**src/design/assert_macros.svh**
```systemverilog
// Assertion helpers for the design files.
`ifndef ASSERT_MACROS_SVH
`define ASSERT_MACROS_SVH

// Check on every rising edge of clk_i while out of reset.
`define PGR_ASSERT(name, prop, msg) \
  name: assert property (@(posedge clk_i) disable iff (!rst_ni) prop) else $error(msg);

// Same check, but also active during reset.
`define PGR_ASSERT_ALWAYS(name, prop, msg) \
  name: assert property (@(posedge clk_i) prop) else $error(msg);

`endif

```
**src/design/pgr_ram.sv**
```systemverilog
module pgr_ram #(
  parameter int WIDTH = 8,
  parameter int DEPTH = 256
) (
  input  logic                     clk_i,
  input  logic                     we_i,
  input  logic [$clog2(DEPTH)-1:0] addr_i,
  input  logic [WIDTH-1:0]         wdata_i,
  output logic [WIDTH-1:0]         rdata_o
);

  logic [WIDTH-1:0] mem_q [DEPTH];
  logic [WIDTH-1:0] rdata_q;

  // Single port, registered read.
  always_ff @(posedge clk_i) begin
    if (we_i) begin
      mem_q[addr_i] <= wdata_i;
    end
    rdata_q <= mem_q[addr_i];
  end

  assign rdata_o = rdata_q;

endmodule

```
**config.mk**
```make
export PLATFORM = sky130hd
export DESIGN_NAME = pgr_ram
export DESIGN_NICKNAME = d
export VERILOG_FILES = /design/src/design/assert_macros.svh /design/src/design/pgr_ram.sv
export SDC_FILE = /design/constraint.sdc
export NUM_CORES = 2
export LEC_CHECK = 0
export BUFFER_PORTS_ARGS = -buffer_cell sky130_fd_sc_hd__buf_2
export CAP_MARGIN = 20
export CORE_MARGIN = 5
export CORE_UTILIZATION = 57
export CTS_BUF_LIST = sky130_fd_sc_hd__clkbuf_16
export DETAILED_ROUTE_END_ITERATION = 8
export PLACE_DENSITY = 0.76
export REMOVE_ABC_BUFFERS = 1
export SYNTH_ARGS = -nofsm -noshare
export SYNTH_HDL_FRONTEND = slang
export SYNTH_SLANG_ARGS = --single-unit
```
**constraint.sdc**
```tcl
create_clock -name clk_i -period 2.45 [get_ports clk_i]
set_input_delay 0.1225 -clock clk_i [delete_from_list [all_inputs] [get_ports clk_i]]
set_output_delay 0.1225 -clock clk_i [all_outputs]
set_load 0.02 [all_outputs]
```
==> impl_metrics.tcl <==
set metrics [dict create \
    outcome "finished, final reports clean" \
    h-tree-depth 4 \
    gp_congestion 0.8613 \
    max_freq_mhz 414.6 \
    track_usage 0.2697 \
    synth_area_leaders "edfxtp_1 (78%), mux4_2 (15%), a22oi_1 (2.4%)" \
    fin_area_um2 91340 \
    final_cells 6033 \
    cp.arrival_ns 3.08 \
    avgRoutedWirePerCell_um 32.23 \
    area_growth_syn_to_layout_pct 16.37 \
    core.rowCount 136 \
    crit_fanout 1 \
    initial_utilization 0.5723 \
    synthTopCellsByCount "edfxtp_1 (2048), mux4_2 (512), a22oi_1 (256)" \
    cp_slowest_stage_delay_ns 0.66 \
    io_pins 26 \
    cp_slowest_cell "o41ai_2" \
    worstSetupPathType "flop to flop" \
    die_h_um 381.1 \
    grt_first_pass_wirelength_mm 283.4 \
    syn_avg_cell_area_um2 22.13 \
    vias 40141 \
    cts.sinks 2056 \
    finalCritPeriodShare 0.9844 \
    die_area_um2 145200 \
    timing.slew.headroom 0.3083 \
    core_um2 137200 \
    power_frac_clock 0.411 \
    min_period_ns 2.412 \
    fin_worst_skew_ns 0.04358 \
    min-delay-path-class "primary input to flop" \
    worst_slack_ns 0.03825 \
    viasPerCell 6.654 \
    finalMaxSlewViolations 0 \
    cp_cell_sequence "mux4_2 -> a22oi_1 -> a21oi_1 -> o41ai_2 -> nand4_1" \
    drc 0 \
    clockRootBuffer "clkbuf_16" \
    dr.pass1.iters 6 \
    tns_ns 0 \
    grt_max_degree 89 \
    netSwitchingFraction 0.2107 \
    postCtsSetupBuffers 0 \
    synthArstFlopShare 0 \
    place_ws_ns -0.8422 \
    ys_seq_elements 2056 \
    antenna_found_initial 7 \
    crit_required_ns 3.12 \
    io_buffers 25 \
    drt_iter0_drc 6059 \
    dp.cells 5657 \
    ant_nets 0 \
    ir_drop_mv 0.7264 \
    p_int_w 0.05697 \
    synth_top_area_share 0.7835 \
    worst_slew_pin_slew_ns 1.034 \
    leakagePower_nw 29.09 \
    critPathTopFamily "compound AO/OA/AOI/OAI gates" \
    yosysMostFrequentCell "edfxtp_1" \
    powerDensity_nw_per_um2 790.2 \
    synth_top_cell_by_area "edfxtp_1" \
    syn_area_um2 78490 \
    drive_above_1_share 0.3207 \
    cts_inserted_buffers 196 \
    p_comb_frac 0.051 \
    power.net_switching_w 0.01521 \
    clk_path_buf_depth 3 \
    syn_inst 3547 \
    die_x_um 381.1 \
    grt_pass1_vias 40997 \
    dpl-instance-area_um2 84820 \
    setup_violations 0 \
    critPathBufInv 0 \
    yosysSeqAreaShare 0.7855 \
    startpoint_type "flop" \
    ys_warn_count 0 \
    grt_overflow 0 \
    p_seq_frac 0.538 \
    nets 4091 \
    synthFlopType "edfxtp_1" \
    cap_violations 0 \
    clkTransAtPathRegs_ns 0.06 \
    clk_latency_ns 0.84 \
    fill_cells 8258 \
    synth_edf_count 2048 \
    hold_violations 0 \
    whs_ns 0.1322 \
    cts_tree "done" \
    hpwl_mm 117.7 \
    end_kind "flop" \
    rsz0062_at_grt "false" \
    yosysUniqueCellTypes 22 \
    drt-total-wl_mm 194.4 \
]
[path summary, 6_finish.rpt]
kind / startpoint / endpoint / slack (ns) / depth (start not counted)
worst max-delay path: mem_q[204][7] / rdata_o[7] / 0.04 / 5
worst min-delay path: addr_i[3] / mem_q[163][0] / 0.13 / 3
worst max register to register: mem_q[204][7] / rdata_o[7] / 0.04 / 5
worst min register to register: mem_q[100][1] / rdata_o[1] / 1.01 / 5
[stage by stage]
| stage | utilization | power, W |
|---|---|---|
| detailed placement | 0.6184 | 0.04319 |
| CTS | 0.6657 | 0.07240 |
| floorplan | - | 0.04090 |
| global placement | 0.6181 | 0.04311 |
| global route | 0.6660 | 0.07420 |
| finish | 0.6660 | 0.07218 |
[state kept, by name (all words and copies together), names as in the netlist]
register  cells
mem_q      2048
rdata_o       8
[layout make-up]
cell class	instances	area [µm²]	share of cell area
diodes	2	5.005	0.00005479
clock buffers	201	5030	0.05507
clock inverters	161	1264	0.01383
inverters	1	3.754	0.00004109
multi-input cells	1258	15900	0.1741
flip-flops and latches	2056	61660	0.6750
well taps	1794	2245	0.02457
repair buffers	560	5235	0.05731
[metal layers]
metal  wire (µm)  track usage
met5          57            0
met2       94940       0.4314
met1       69000       0.3747
met4        7555      0.09227
met3       22890      0.06242
[kinds of logic after synthesis]
kind of cell,count (synthesis),share of synthesized area
compound gates,416,0.03622
buf+inv,233,0.01401
flops,2056,0.7855
mux,512,0.1469
simple gates,330,0.01733
[cells in the final DEF (no fill, tap or decap), types with 3 or more instances in the layout]
| master | netlist | final |
|---|---|---|
| a21oi_1 | 128 | 128 |
| a22oi_1 | 256 | 256 |
| buf_12 | 0 | 78 |
| buf_2 | 36 | 16 |
| buf_4 | 16 | 444 |
| bufinv_16 | 0 | 18 |
| clkbuf_16 | 0 | 201 |
| clkbuf_8 | 0 | 8 |
| clkinv_1 | 0 | 49 |
| clkinv_2 | 0 | 39 |
| clkinvlp_4 | 0 | 9 |
| dfxtp_1 | 8 | 8 |
| dlygate4sd3_1 | 0 | 12 |
| edfxtp_1 | 2048 | 2048 |
| inv_1 | 1 | 36 |
| inv_16 | 0 | 3 |
| inv_6 | 0 | 6 |
| mux4_2 | 512 | 512 |
| nand2_1 | 28 | 28 |
| nand2b_1 | 6 | 4 |
| nand3_1 | 13 | 11 |
| nand4_1 | 8 | 8 |
| nor2_1 | 232 | 231 |
| nor2b_1 | 7 | 5 |
| nor3_1 | 30 | 30 |
| o41ai_1 | 32 | 21 |
| o41ai_2 | 0 | 7 |
| o41ai_4 | 0 | 4 |
[power by group through the flow]
stage | Sequential (W) | Clock, W | Combinational, W
finish | 0.0388 | 0.0296 | 0.00372
global route | 0.0388 | 0.0315 | 0.00388
CTS | 0.0388 | 0.0299 | 0.00369
detailed placement | 0.0396 | 0 | 0.00362
global placement | 0.0396 | 0 | 0.00354
floorplan | 0.0396 | 0 | 0.00134
[what timing repair did]
item | in CTS | in global routing
gates resized for setup | 9 | 3
hold buffers | 12 | 0
endpoints found under the setup margin | 6 | 3
hold endpoints to repair | 557 | 0
[worst register-to-register path, cell delays in order, from the launching register on]
cell and delay, ns:
edfxtp_1 0.37, mux4_2 0.51, a22oi_1 0.33, a21oi_1 0.25, o41ai_2 0.66, nand4_1 0.15
Power figures use the tool's default switching activity.
