==> src/design/assert_macros.svh <==
// Assertion helpers for the design files.
`ifndef ASSERT_MACROS_SVH
`define ASSERT_MACROS_SVH

// Check on every rising edge of clk_i while out of reset.
`define PGR_ASSERT(name, prop, msg) \
  name: assert property (@(posedge clk_i) disable iff (!rst_ni) prop) else $error(msg);

// Same check, but also active during reset.
`define PGR_ASSERT_ALWAYS(name, prop, msg) \
  name: assert property (@(posedge clk_i) prop) else $error(msg);

`endif

==> src/design/pgr_pkg.sv <==
package pgr_pkg;

  // Default sizes of the font store and of the character cell.
  localparam int FontBytesDef = 8192;
  localparam int MaxCellDef   = 32;

  // Font table layout.
  localparam logic [7:0] END_CODE     = 8'hFF;
  localparam logic [7:0] XOFF_NEG     = 8'h80;
  localparam int         FirstRecord  = 4;
  localparam int         RecordLen    = 6;
  localparam int         HeightAddr   = 1;

  // Item kinds.
  localparam logic CMD_WRITE  = 1'b0;
  localparam logic CMD_RENDER = 1'b1;

  // One input item.
  typedef struct packed {
    logic        cmd;
    logic [12:0] font_addr;
    logic [7:0]  font_byte;
    logic [7:0]  char_code;
    logic [15:0] fg_color;
    logic [7:0]  pos_x;
    logic [6:0]  pos_y;
  } item_t;

  // One result item.
  typedef struct packed {
    logic [31:0] row_mask;
    logic [4:0]  row_index;
    logic [5:0]  cell_width;
    logic [5:0]  cell_height;
    logic [15:0] color_out;
    logic [7:0]  x_out;
    logic [6:0]  y_out;
    logic        found;
    logic        last;
  } res_t;

endpackage

==> src/design/pgr_seq.sv <==
module pgr_seq
  import pgr_pkg::*;
#(
  parameter int FONT_BYTES = FontBytesDef,
  parameter int MAX_CELL   = MaxCellDef
) (
  input  logic                          clk_i,
  input  logic                          rst_ni,
  input  logic                          in_valid_i,
  output logic                          in_ready_o,
  input  item_t                         in_i,
  output logic                          out_valid_o,
  input  logic                          out_ready_i,
  output res_t                          out_o,
  output logic                          font_we_o,
  output logic [$clog2(FONT_BYTES)-1:0] font_addr_o,
  output logic [7:0]                    font_wdata_o,
  input  logic [7:0]                    font_rdata_i,
  output logic                          cell_we_o,
  output logic [$clog2((MAX_CELL < 32) ? MAX_CELL : 32)-1:0] cell_addr_o,
  output logic [31:0]                   cell_wdata_o,
  input  logic [31:0]                   cell_rdata_i
);

`include "assert_macros.svh"

  localparam int AW  = $clog2(FONT_BYTES);
  localparam int Cap = (MAX_CELL < 32) ? MAX_CELL : 32;
  localparam int RW  = $clog2(Cap);
  // Search pointer can run past the store by at most one bitmap skip.
  localparam int PW  = $clog2(FONT_BYTES + 8192) + 1;

  typedef enum logic [3:0] {
    S_IDLE, S_CLEAR, S_CH_RD, S_CH_WAIT, S_HDR_CHK, S_HDR_RD, S_HDR_WAIT,
    S_BM_RD, S_BM_WAIT, S_BM_BIT, S_EM_RD, S_EM_WAIT
  } state_e;

  state_e            state_q;
  logic [PW-1:0]     p_q;
  logic [2:0]        b_q;
  logic [7:0]        want_q, code_q, yoff_q, gw_q, gh_q, xraw_q, byte_q;
  logic [15:0]       fg_q;
  logic [7:0]        x_q;
  logic [6:0]        y_q;
  logic [5:0]        ch_q, cw_q, r_q;
  logic [15:0]       wh_q, k_q;
  logic [13:0]       skip_q;
  logic [RW-1:0]     clr_q;
  logic              hit_q, rd_oob_q, out_valid_q;
  logic signed [8:0] xoff_q;
  logic [7:0]        i_q, j_q;
  logic [31:0]       acc_q;
  res_t              out_q;

  logic [PW-1:0]     rd_full;
  logic              rd_oob;
  logic [7:0]        rd_data, gw_adv;
  logic              bit_set, col_ok, row_ok, row_end;
  logic signed [9:0] col;
  logic [8:0]        row_sum;
  logic [31:0]       acc_next;
  logic [5:0]        rows;

  // Font store read address for each phase of the search.
  always_comb begin
    case (state_q)
      S_CH_RD:  rd_full = PW'(HeightAddr);
      S_HDR_RD: rd_full = p_q + PW'(b_q);
      S_BM_RD:  rd_full = p_q + PW'(k_q[15:3]);
      default:  rd_full = p_q;
    endcase
  end

  // Reads past the end of the store return zero.
  assign rd_oob  = rd_full >= PW'(FONT_BYTES);
  assign rd_data = rd_oob_q ? 8'h00 : font_rdata_i;

  // Table writes go straight to the store from the idle state.
  assign in_ready_o   = (state_q == S_IDLE);
  assign font_we_o    = in_ready_o && in_valid_i && (in_i.cmd == CMD_WRITE);
  assign font_addr_o  = font_we_o ? AW'(in_i.font_addr) : rd_full[AW-1:0];
  assign font_wdata_o = in_i.font_byte;

  // Pixel placement for the bit under the cursor.
  assign bit_set  = byte_q[3'd7 - k_q[2:0]];
  assign col      = $signed({xoff_q[8], xoff_q}) + $signed({2'b00, i_q});
  assign col_ok   = !col[9] && (col[8:0] < {3'b000, cw_q});
  assign row_sum  = {1'b0, j_q} + {1'b0, yoff_q};
  assign row_ok   = row_sum < {3'b000, ch_q};
  assign row_end  = (i_q == gw_q - 8'd1);
  assign acc_next = acc_q | ((bit_set && col_ok) ? (32'd1 << col[4:0]) : 32'd0);
  assign gw_adv   = (gw_q > rd_data) ? gw_q : rd_data;
  assign rows     = (hit_q && ch_q != 6'd0) ? ch_q : 6'd1;

  // Cell row store: cleared at render start, written once per glyph row that falls inside the cell.
  always_comb begin
    cell_we_o    = 1'b0;
    cell_addr_o  = r_q[RW-1:0];
    cell_wdata_o = '0;
    case (state_q)
      S_CLEAR: begin
        cell_we_o   = 1'b1;
        cell_addr_o = clr_q;
      end
      S_BM_BIT: begin
        cell_we_o    = row_end && row_ok;
        cell_addr_o  = row_sum[RW-1:0];
        cell_wdata_o = acc_next;
      end
      default: ;
    endcase
  end

  // Sequencer: search, unpack, then emit one item per cell row, at least one.
  always_ff @(posedge clk_i or negedge rst_ni) begin
    if (!rst_ni) begin
      state_q     <= S_IDLE;
      out_valid_q <= 1'b0;
      hit_q       <= 1'b0;
      rd_oob_q    <= 1'b0;
      p_q         <= '0;
      b_q         <= '0;
      clr_q       <= '0;
      r_q         <= '0;
      cw_q        <= '0;
      ch_q        <= '0;
    end else begin
      rd_oob_q <= rd_oob;
      if (out_valid_q && out_ready_i) begin
        out_valid_q <= 1'b0;
      end
      case (state_q)
        S_IDLE: begin
          if (in_valid_i && in_i.cmd == CMD_RENDER) begin
            want_q  <= in_i.char_code;
            fg_q    <= in_i.fg_color;
            x_q     <= in_i.pos_x;
            y_q     <= in_i.pos_y;
            hit_q   <= 1'b0;
            cw_q    <= '0;
            clr_q   <= '0;
            r_q     <= '0;
            p_q     <= PW'(FirstRecord);
            state_q <= S_CLEAR;
          end
        end
        S_CLEAR: begin
          clr_q <= clr_q + RW'(1);
          if (clr_q == RW'(Cap - 1)) begin
            state_q <= S_CH_RD;
          end
        end
        S_CH_RD: state_q <= S_CH_WAIT;
        S_CH_WAIT: begin
          ch_q    <= (rd_data > 8'(Cap)) ? 6'(Cap) : rd_data[5:0];
          state_q <= S_HDR_CHK;
        end
        S_HDR_CHK: begin
          b_q <= '0;
          if ((p_q + PW'(RecordLen)) > PW'(FONT_BYTES)) begin
            state_q <= S_EM_RD;
          end else begin
            state_q <= S_HDR_RD;
          end
        end
        S_HDR_RD: state_q <= S_HDR_WAIT;
        S_HDR_WAIT: begin
          b_q     <= b_q + 3'd1;
          state_q <= S_HDR_RD;
          case (b_q)
            3'd0: begin
              code_q <= rd_data;
              if (rd_data == END_CODE) begin
                state_q <= S_EM_RD;
              end
            end
            3'd1: yoff_q <= rd_data;
            3'd2: gw_q <= rd_data;
            3'd3: begin
              gh_q <= rd_data;
              wh_q <= 16'(gw_q) * 16'(rd_data);
            end
            3'd4: begin
              xraw_q <= rd_data;
              if (gw_q == 8'd0) begin
                skip_q <= '0;
              end else if (wh_q == 16'd0) begin
                skip_q <= 14'd1;
              end else begin
                skip_q <= 14'((wh_q - 16'd1) >> 3) + 14'd1;
              end
            end
            3'd5: begin
              if (code_q == want_q) begin
                // Glyph found: bitmap starts right after the header.
                hit_q  <= 1'b1;
                p_q    <= p_q + PW'(RecordLen);
                cw_q   <= (gw_adv > 8'(Cap)) ? 6'(Cap) : gw_adv[5:0];
                xoff_q <= (xraw_q < XOFF_NEG) ? $signed({1'b0, xraw_q})
                                              : $signed({1'b0, xraw_q} - 9'd255);
                i_q    <= '0;
                j_q    <= '0;
                k_q    <= '0;
                acc_q  <= '0;
                if (gw_q == 8'd0 || gh_q == 8'd0) begin
                  state_q <= S_EM_RD;
                end else begin
                  state_q <= S_BM_RD;
                end
              end else begin
                p_q     <= p_q + PW'(RecordLen) + PW'(skip_q);
                state_q <= S_HDR_CHK;
              end
            end
            default: state_q <= S_HDR_CHK;
          endcase
        end
        S_BM_RD: state_q <= S_BM_WAIT;
        S_BM_WAIT: begin
          byte_q  <= rd_data;
          state_q <= S_BM_BIT;
        end
        S_BM_BIT: begin
          k_q <= k_q + 16'd1;
          if (k_q[2:0] == 3'd7) begin
            state_q <= S_BM_RD;
          end
          if (row_end) begin
            i_q   <= '0;
            j_q   <= j_q + 8'd1;
            acc_q <= '0;
            if (j_q == gh_q - 8'd1) begin
              state_q <= S_EM_RD;
            end
          end else begin
            i_q   <= i_q + 8'd1;
            acc_q <= acc_next;
          end
        end
        S_EM_RD: begin
          if (!out_valid_q || out_ready_i) begin
            state_q <= S_EM_WAIT;
          end
        end
        S_EM_WAIT: begin
          out_valid_q       <= 1'b1;
          out_q.row_mask    <= hit_q ? cell_rdata_i : 32'd0;
          out_q.row_index   <= r_q[4:0];
          out_q.cell_width  <= cw_q;
          out_q.cell_height <= ch_q;
          out_q.color_out   <= fg_q;
          out_q.x_out       <= x_q;
          out_q.y_out       <= y_q;
          out_q.found       <= hit_q;
          out_q.last        <= (r_q + 6'd1 == rows);
          if (r_q + 6'd1 == rows) begin
            state_q <= S_IDLE;
          end else begin
            r_q     <= r_q + 6'd1;
            state_q <= S_EM_RD;
          end
        end
        default: state_q <= S_IDLE;
      endcase
    end
  end

  assign out_valid_o = out_valid_q;
  assign out_o       = out_q;

  `PGR_ASSERT(a_miss_single, out_valid_q && !out_q.found |-> out_q.last && out_q.row_mask == '0 && out_q.row_index == '0, "missing glyph must give one empty final row")
  `PGR_ASSERT(a_row_in_cell, out_valid_q && out_q.found && out_q.cell_height != '0 |-> 6'(out_q.row_index) < out_q.cell_height, "row index beyond cell height")
  `PGR_ASSERT(a_cell_wr_hit, cell_we_o && state_q == S_BM_BIT |-> hit_q, "cell row written without a found glyph")

endmodule
==> config.mk <==
export PLATFORM = sky130hd
export DESIGN_NAME = pgr_seq
export DESIGN_NICKNAME = d
export VERILOG_FILES = /design/src/design/pgr_pkg.sv /design/src/design/pgr_seq.sv
export VERILOG_INCLUDE_DIRS = /design/src /design/src/design
export SDC_FILE = /design/constraint.sdc
export NUM_CORES = 1
export LEC_CHECK = 0
export BUFFER_PORTS_ARGS = -buffer_cell sky130_fd_sc_hd__buf_2
export CORE_ASPECT_RATIO = 1.2
export CORE_UTILIZATION = 45
export DETAILED_ROUTE_END_ITERATION = 10
export PLACE_DENSITY = 0.62
export SYNTH_ARGS = -nofsm -noshare
export SYNTH_HDL_FRONTEND = slang
export SYNTH_SLANG_ARGS = --single-unit
export TNS_END_PERCENT = 20
==> constraint.sdc <==
create_clock -name clk_i -period 8.4 [get_ports clk_i]
set_input_delay 0.84 -clock clk_i [delete_from_list [all_inputs] [get_ports clk_i]]
set_output_delay 0.84 -clock clk_i [all_outputs]
set_load 0.01 [all_outputs]
==> results_dict.tcl, run 1 <==
set metrics [dict create \
    post_cts_buffers 0 \
    dieArea_sq_mm 0.0437 \
    cp_slowest_stage_delay_ns 0.90 \
    wl_per_cell_microns 18.8 \
    design_area_sq_mm 0.0222 \
    synth_compound_area_frac 0.122 \
    antenna_found_initial 0 \
    rsz0062_at_grt "false" \
    multi_input_area_sq_mm 0.00905 \
    finalHoldViolations 0 \
    start_util 0.459 \
    area_delta_synth_final_pct 15.1 \
    crit_path_cell_trace "ha_1 -> a21o_1 -> a21oi_1 -> nor2_1 -> o21a_1 -> nor2_1 -> xnor2_1 -> ha_1 -> a221o_1 -> nor4_1 -> o211ai_1 -> a21oi_2 -> o2111ai_1 -> a21oi_1 -> buf_2" \
    clk_latency_ns 0.56 \
    filler_cell_count 3708 \
    yosys.area.top_type "edfxtp_1" \
    io_buffers 232 \
    dieHeight_microns 229 \
    slowest_stage "a21oi_2" \
    row_count 82 \
    end_kind "output port" \
    drt_iter0_markers 885 \
    synth_mux_area_frac 0.0129 \
    first_pass_iters 5 \
    synthFlopType "edfxtp_1" \
    setup_viol 0 \
    post_dp_cell_area_sq_mm 0.0210 \
    slew_violations 0 \
    crit_buf_inv 1 \
    hold_path.class "input pin to async pin" \
    path_class "flop to output port" \
    wl_microns 48500 \
    final_cell_mix "272 x edfxtp_1, 232 x buf_2, 151 x inv_1" \
    synth_fa_ha_area_frac 0.121 \
    clock_sinks 320 \
    grt_pass1_wl_microns 76100 \
    dp_hpwl_microns 35800 \
    grt_pass1_vias 14000 \
    cellLeakagePower_nw 9.20 \
    vias 14300 \
    ys_async_sr_fraction 0.150 \
    maxCapViolations 0 \
    fin_ws_ns 2.61 \
    worst_pin_slew_ns 1.25 \
    synth_edf_count 272 \
    synth_nets 2064 \
    cts-root-buf "clkbuf_16" \
    grt_max_degree 69 \
    syn_area_per_cell_sq_um 10.7 \
    synth_xor_area_frac 0.0589 \
    overflow 0 \
    syn_area_sq_mm 0.0193 \
    clk_pin_slew_ns 0.06 \
    period_minus_slack_ns 5.79 \
    grtUsageTotal 0.222 \
    numCtsBuffers 36 \
    via_per_inst 5.52 \
    die_w_microns 191 \
    cp_max_fo 30 \
    synth-seq-area-share 0.486 \
    num_antenna_cells 0 \
    ir_worst_vdd_uv 157 \
    place_congestion 0.920 \
    path_delay_family "compound AO/OA/AOI/OAI gates" \
    start_kind "flop" \
    fmax_ghz 0.173 \
    relSlewSlack 0.162 \
    place_ws_ns 2.64 \
    h-tree-depth 2 \
    clockBufferDepth 3 \
    ys_top_cells_by_area "edfxtp_1 42%, ha_1 7.9%, dfrtp_1 6.2%" \
    yosysUniqueCellTypes 78 \
    synth_top_area_frac 0.424 \
    ys_warn_count 0 \
    drc 0 \
    ios 249 \
    worstPathArrival_ns 4.95 \
    period_share 0.689 \
    synth_cells 1797 \
    synthSimpleGateAreaFrac 0.153 \
    final-seq-area_sq_mm 0.00937 \
    postRouteAntennaNets 0 \
    powerDensity_mw_per_mm2 223 \
    final_common_cell "edfxtp_1" \
    ys_ff_latch 320 \
    synth_top_family_by_area "simple AND/OR/NAND/NOR gates" \
    finClkSkew_ns 0.0463 \
    required_ns 7.56 \
    tritoncts "done" \
    drive_gt1_frac 0.165 \
    num-nets-final 2277 \
    cts_hold_buf 0 \
    core_sq_mm 0.0420 \
    status "completed" \
    ctsResizeCount 0 \
    final.setup.tns_ns 0 \
]
[logic make-up after synthesis]
group                    count (synthesis)
AND/OR/NAND/NOR                        571
flip-flops                             320
multiplexers                            22
buffers and inverters                  229
XOR/XNOR                               128
adder cells (fa/ha/maj)                162
AO/OA/AOI/OAI                          365
[report_power, final]
part / switching (mW) / leakage [nW] / internal, mW
sequential: 0.137 / 3.14 / 1.86
combinational: 0.805 / 5.48 / 0.531
clock: 0.663 / 0.582 / 0.939
[registers in the layout, summed over array words and instances (netlist names), 6 cells and up]
signal	cells
yoff_q	8
i_q	8
want_q	8
gw_q	8
wh_q	16
r_q	6
cw_q	6
code_q	8
xoff_q	9
acc_q	32
k_q	16
ch_q	6
out_o	82
skip_q	14
fg_q	16
gh_q	8
j_q	8
y_q	7
byte_q	8
x_q	8
p_q	15
xraw_q	8
[layer usage]
layer	wire length, microns	vias up	global-route usage
li1	-	6894	-
met1	19900	6892	0.277
met2	24400	384	0.383
met3	2360	97	0.0330
met4	1780	0	0.0900
met5	0	-	0
[worst reg2reg max path: cells and delay by family (launching register included)]
kind	cells	cell delay, ns
XOR/XNOR	1	0.10
buffers and inverters	3	0.48
AO/OA/AOI/OAI	5	0.99
AND/OR/NAND/NOR	3	1.37
adder cells (fa/ha/maj)	5	1.76
flip-flops	1	0.46
[path summary, 6_finish.rpt]
kind                           from         endpoint  slack [ns]  cells after the start
max in group asynchronous    rst_ni         clr_q[1]        7.36                      3
min reg2reg                fg_q[14]        out_o[31]        0.41                      0
min                          rst_ni           p_q[4]        0.31                      2
min in group clk_i         fg_q[14]        out_o[31]        0.41                      0
max                          i_q[1]  cell_wdata_o[7]        2.61                     15
max reg2reg                rd_oob_q         wh_q[15]        2.95                     17
[cell usage after synthesis (5+ instances only)]
cell type,n
ha_1,122
nor2_1,142
a221oi_1,8
o2bb2ai_1,6
clkbuf_1,59
o211ai_1,9
and3_1,27
fa_1,40
inv_1,151
buf_2,6
a21oi_1,129
or2_2,5
o2111ai_1,32
nand4b_1,5
buf_4,8
mux2i_1,18
edfxtp_1,272
a211oi_1,9
nand2b_1,15
a21o_1,18
o31ai_1,13
a31oi_1,8
o22ai_1,7
and4_1,5
nor3_1,39
or3_1,13
o21a_1,13
xor2_1,58
o21bai_1,8
nand3_1,68
nand2_1,95
xnor2_1,69
or4_1,5
dfrtp_1,48
nand4_1,12
and2_1,85
nor2b_1,20
nor4_1,16
o21ai_0,64
[through the flow]
step	hold WS, ns	util	total power [mW]	cells
after floorplan	0.400	-	2.96	1797
after global placement	0.401	0.500	3.34	2518
after detailed placement	0.405	0.500	3.36	2518
after CTS	0.286	0.529	4.98	2584
after global routing	0.316	0.529	5.23	2584
final	0.305	0.529	4.94	2584
[area by class of cell]
cell class,instances,share of cell area
flip-flops and latches,320,0.422
multi-input cells,1248,0.408
repair buffers,252,0.0591
clock buffers,48,0.0449
well taps,546,0.0308
inverters,152,0.0257
clock inverters,18,0.00958
No activity file was read; power rests on OpenSTA's default activity.
==> run 2, diff against run 1 <==
- clock period: 8.4 -> 5.59 ns (I/O delays scaled with it)
==> run 2 against run 1 <==
Net effect:
- worst setup slack got worse by 2.1 ns
- count of clock-buffer cells in the layout decreased by 1
- clock skew decreased by 0.015 ns
- global-route usage decreased by 0.38 points
- wire length decreased by 1.9%
- non-clock buffer count increased by 1
- largest cell class unchanged
==> results_dict.tcl, run 2 (synthesized netlist as in run 1, its figures left out) <==
set metrics [dict create \
    status "completed" \
    drive_gt1_frac 0.161 \
    tritoncts "done" \
    start_kind "flop" \
    first_pass_iters 5 \
    worstPathArrival_ns 4.52 \
    worst_pin_slew_ns 1.18 \
    wl_per_cell_microns 18.4 \
    relSlewSlack 0.212 \
    final.setup.tns_ns 0 \
    power_mw 7.22 \
    drt_iter0_markers 1019 \
    cp_max_fo 17 \
    path_class "flop to output port" \
    p_clk_frac 0.307 \
    place_ws_ns 0.629 \
    period_minus_slack_ns 5.08 \
    cts_hold_buf 0 \
    startpoint "state_q[2]" \
    via_per_inst 5.58 \
    clk_latency_ns 0.55 \
    dp_hpwl_microns 35300 \
    num_antenna_cells 0 \
    numCtsBuffers 35 \
    fmax_ghz 0.197 \
    place_congestion 0.907 \
    post_cts_buffers 0 \
    clockBufferDepth 3 \
    end_kind "output port" \
    period_share 0.908 \
    area_delta_synth_final_pct 14.6 \
    required_ns 5.03 \
    worst_r2r_startpoint "rd_oob_q" \
    powerDensity_mw_per_mm2 327 \
    vias 14400 \
    maxCapViolations 0 \
    die_w_microns 191 \
    cellLeakagePower_nw 9.15 \
    setup_viol 0 \
    rsz0062_at_grt "false" \
    ios 249 \
    drc 0 \
    filler_cell_count 3731 \
    postRouteAntennaNets 0 \
    grt_pass1_wl_microns 75100 \
    clk_pin_slew_ns 0.06 \
    crit_path_end "font_addr_o[12]" \
    grt_max_degree 55 \
    grt_pass1_vias 14000 \
    combPwrFrac 0.277 \
    ff2ff_path_depth 17 \
    ctsResizeCount 0 \
    switching_power_mw 2.37 \
    final_common_cell "edfxtp_1" \
    h-tree-depth 2 \
    overflow 0 \
    clock_sinks 320 \
    cts-root-buf "clkbuf_16" \
    start_util 0.459 \
    finalHoldViolations 0 \
    antenna_found_initial 0 \
    final_cells 2582 \
    slew_violations 0 \
    intPower_mw 4.85 \
    core_sq_mm 0.0420 \
    fin_ws_ns 0.512 \
    grtUsageTotal 0.219 \
    wl_microns 47500 \
    dieArea_sq_mm 0.0437 \
    worstReg2RegEnd "wh_q[14]" \
    ir_worst_vdd_uv 209 \
    dp.cells 2519 \
    largest_reg_flops 82 \
    io_buffers 232 \
    num-nets-final 2277 \
    row_count 82 \
    rrSetupSlack_ns 0.86 \
    p_sw_frac 0.328 \
    hold_path.class "input pin to async pin" \
    final_cell_mix "272 x edfxtp_1, 232 x buf_2, 151 x inv_1" \
    dieHeight_microns 229 \
    pwr-share-seq 0.416 \
    finClkSkew_ns 0.0309 \
]
## run 2: routing by layer
layer | up-vias | share of wire | GRT usage
met5 | - | 0 | 0
met4 | 0 | 0.034 | 0.0813
met3 | 83 | 0.049 | 0.0296
met2 | 435 | 0.51 | 0.379
met1 | 6990 | 0.41 | 0.274
li1 | 6894 | - | -
## run 2: per-stage QoR
stage	hold WS (ns)	util	area, sq um
finish	0.145	0.526	22100
global route	0.161	0.526	22100
CTS	0.137	0.526	22100
detailed placement	0.405	0.500	21000
global placement	0.400	0.500	21000
floorplan	0.263	-	19300
## run 2: critical path, stage by stage, from the launching register on
cell,delay [ns]
dfrtp_1,0.61
nor2b_1,0.29
and3_1,0.49
o21ai_0,0.16
ha_1,0.24
fa_1,0.41
a21oi_1,0.20
o211ai_1,0.16
o41ai_1,0.51
o21ai_0,0.25
o22a_1,0.23
xnor2_1,0.14
o21ai_0,0.14
buf_2,0.15
## run 2: power groups by stage
stage	sequential [mW]	clock [mW]	combinational, mW
final	3.00	2.22	2.00
after global placement	3.04	0	1.97
after floorplan	2.94	0	1.50
after CTS	3.00	2.28	2.02
after detailed placement	3.05	0	1.99
after global routing	3.02	2.35	2.28
## run 2: final cells by class
type / count / area, sq um / area share
Clock buffer: 47 / 951 / 0.0430
Clock inverter: 16 / 138 / 0.00623
Inverter: 152 / 571 / 0.0258
Multi-Input combinational cell: 1248 / 9050 / 0.410
Sequential cell: 320 / 9370 / 0.424
Tap cell: 546 / 683 / 0.0309
Timing Repair Buffer: 253 / 1330 / 0.0603
## run 2: worst min-delay path by stage
stage / cells past startpoint / end / slack, ns
after floorplan: 0 / b_q[0] / 0.26
after global placement: 0 / out_o[10] / 0.40
after detailed placement: 0 / out_o[28] / 0.41
after CTS: 1 / rd_oob_q / 0.14
after global routing: 1 / want_q[4] / 0.16
final: 1 / hit_q / 0.14
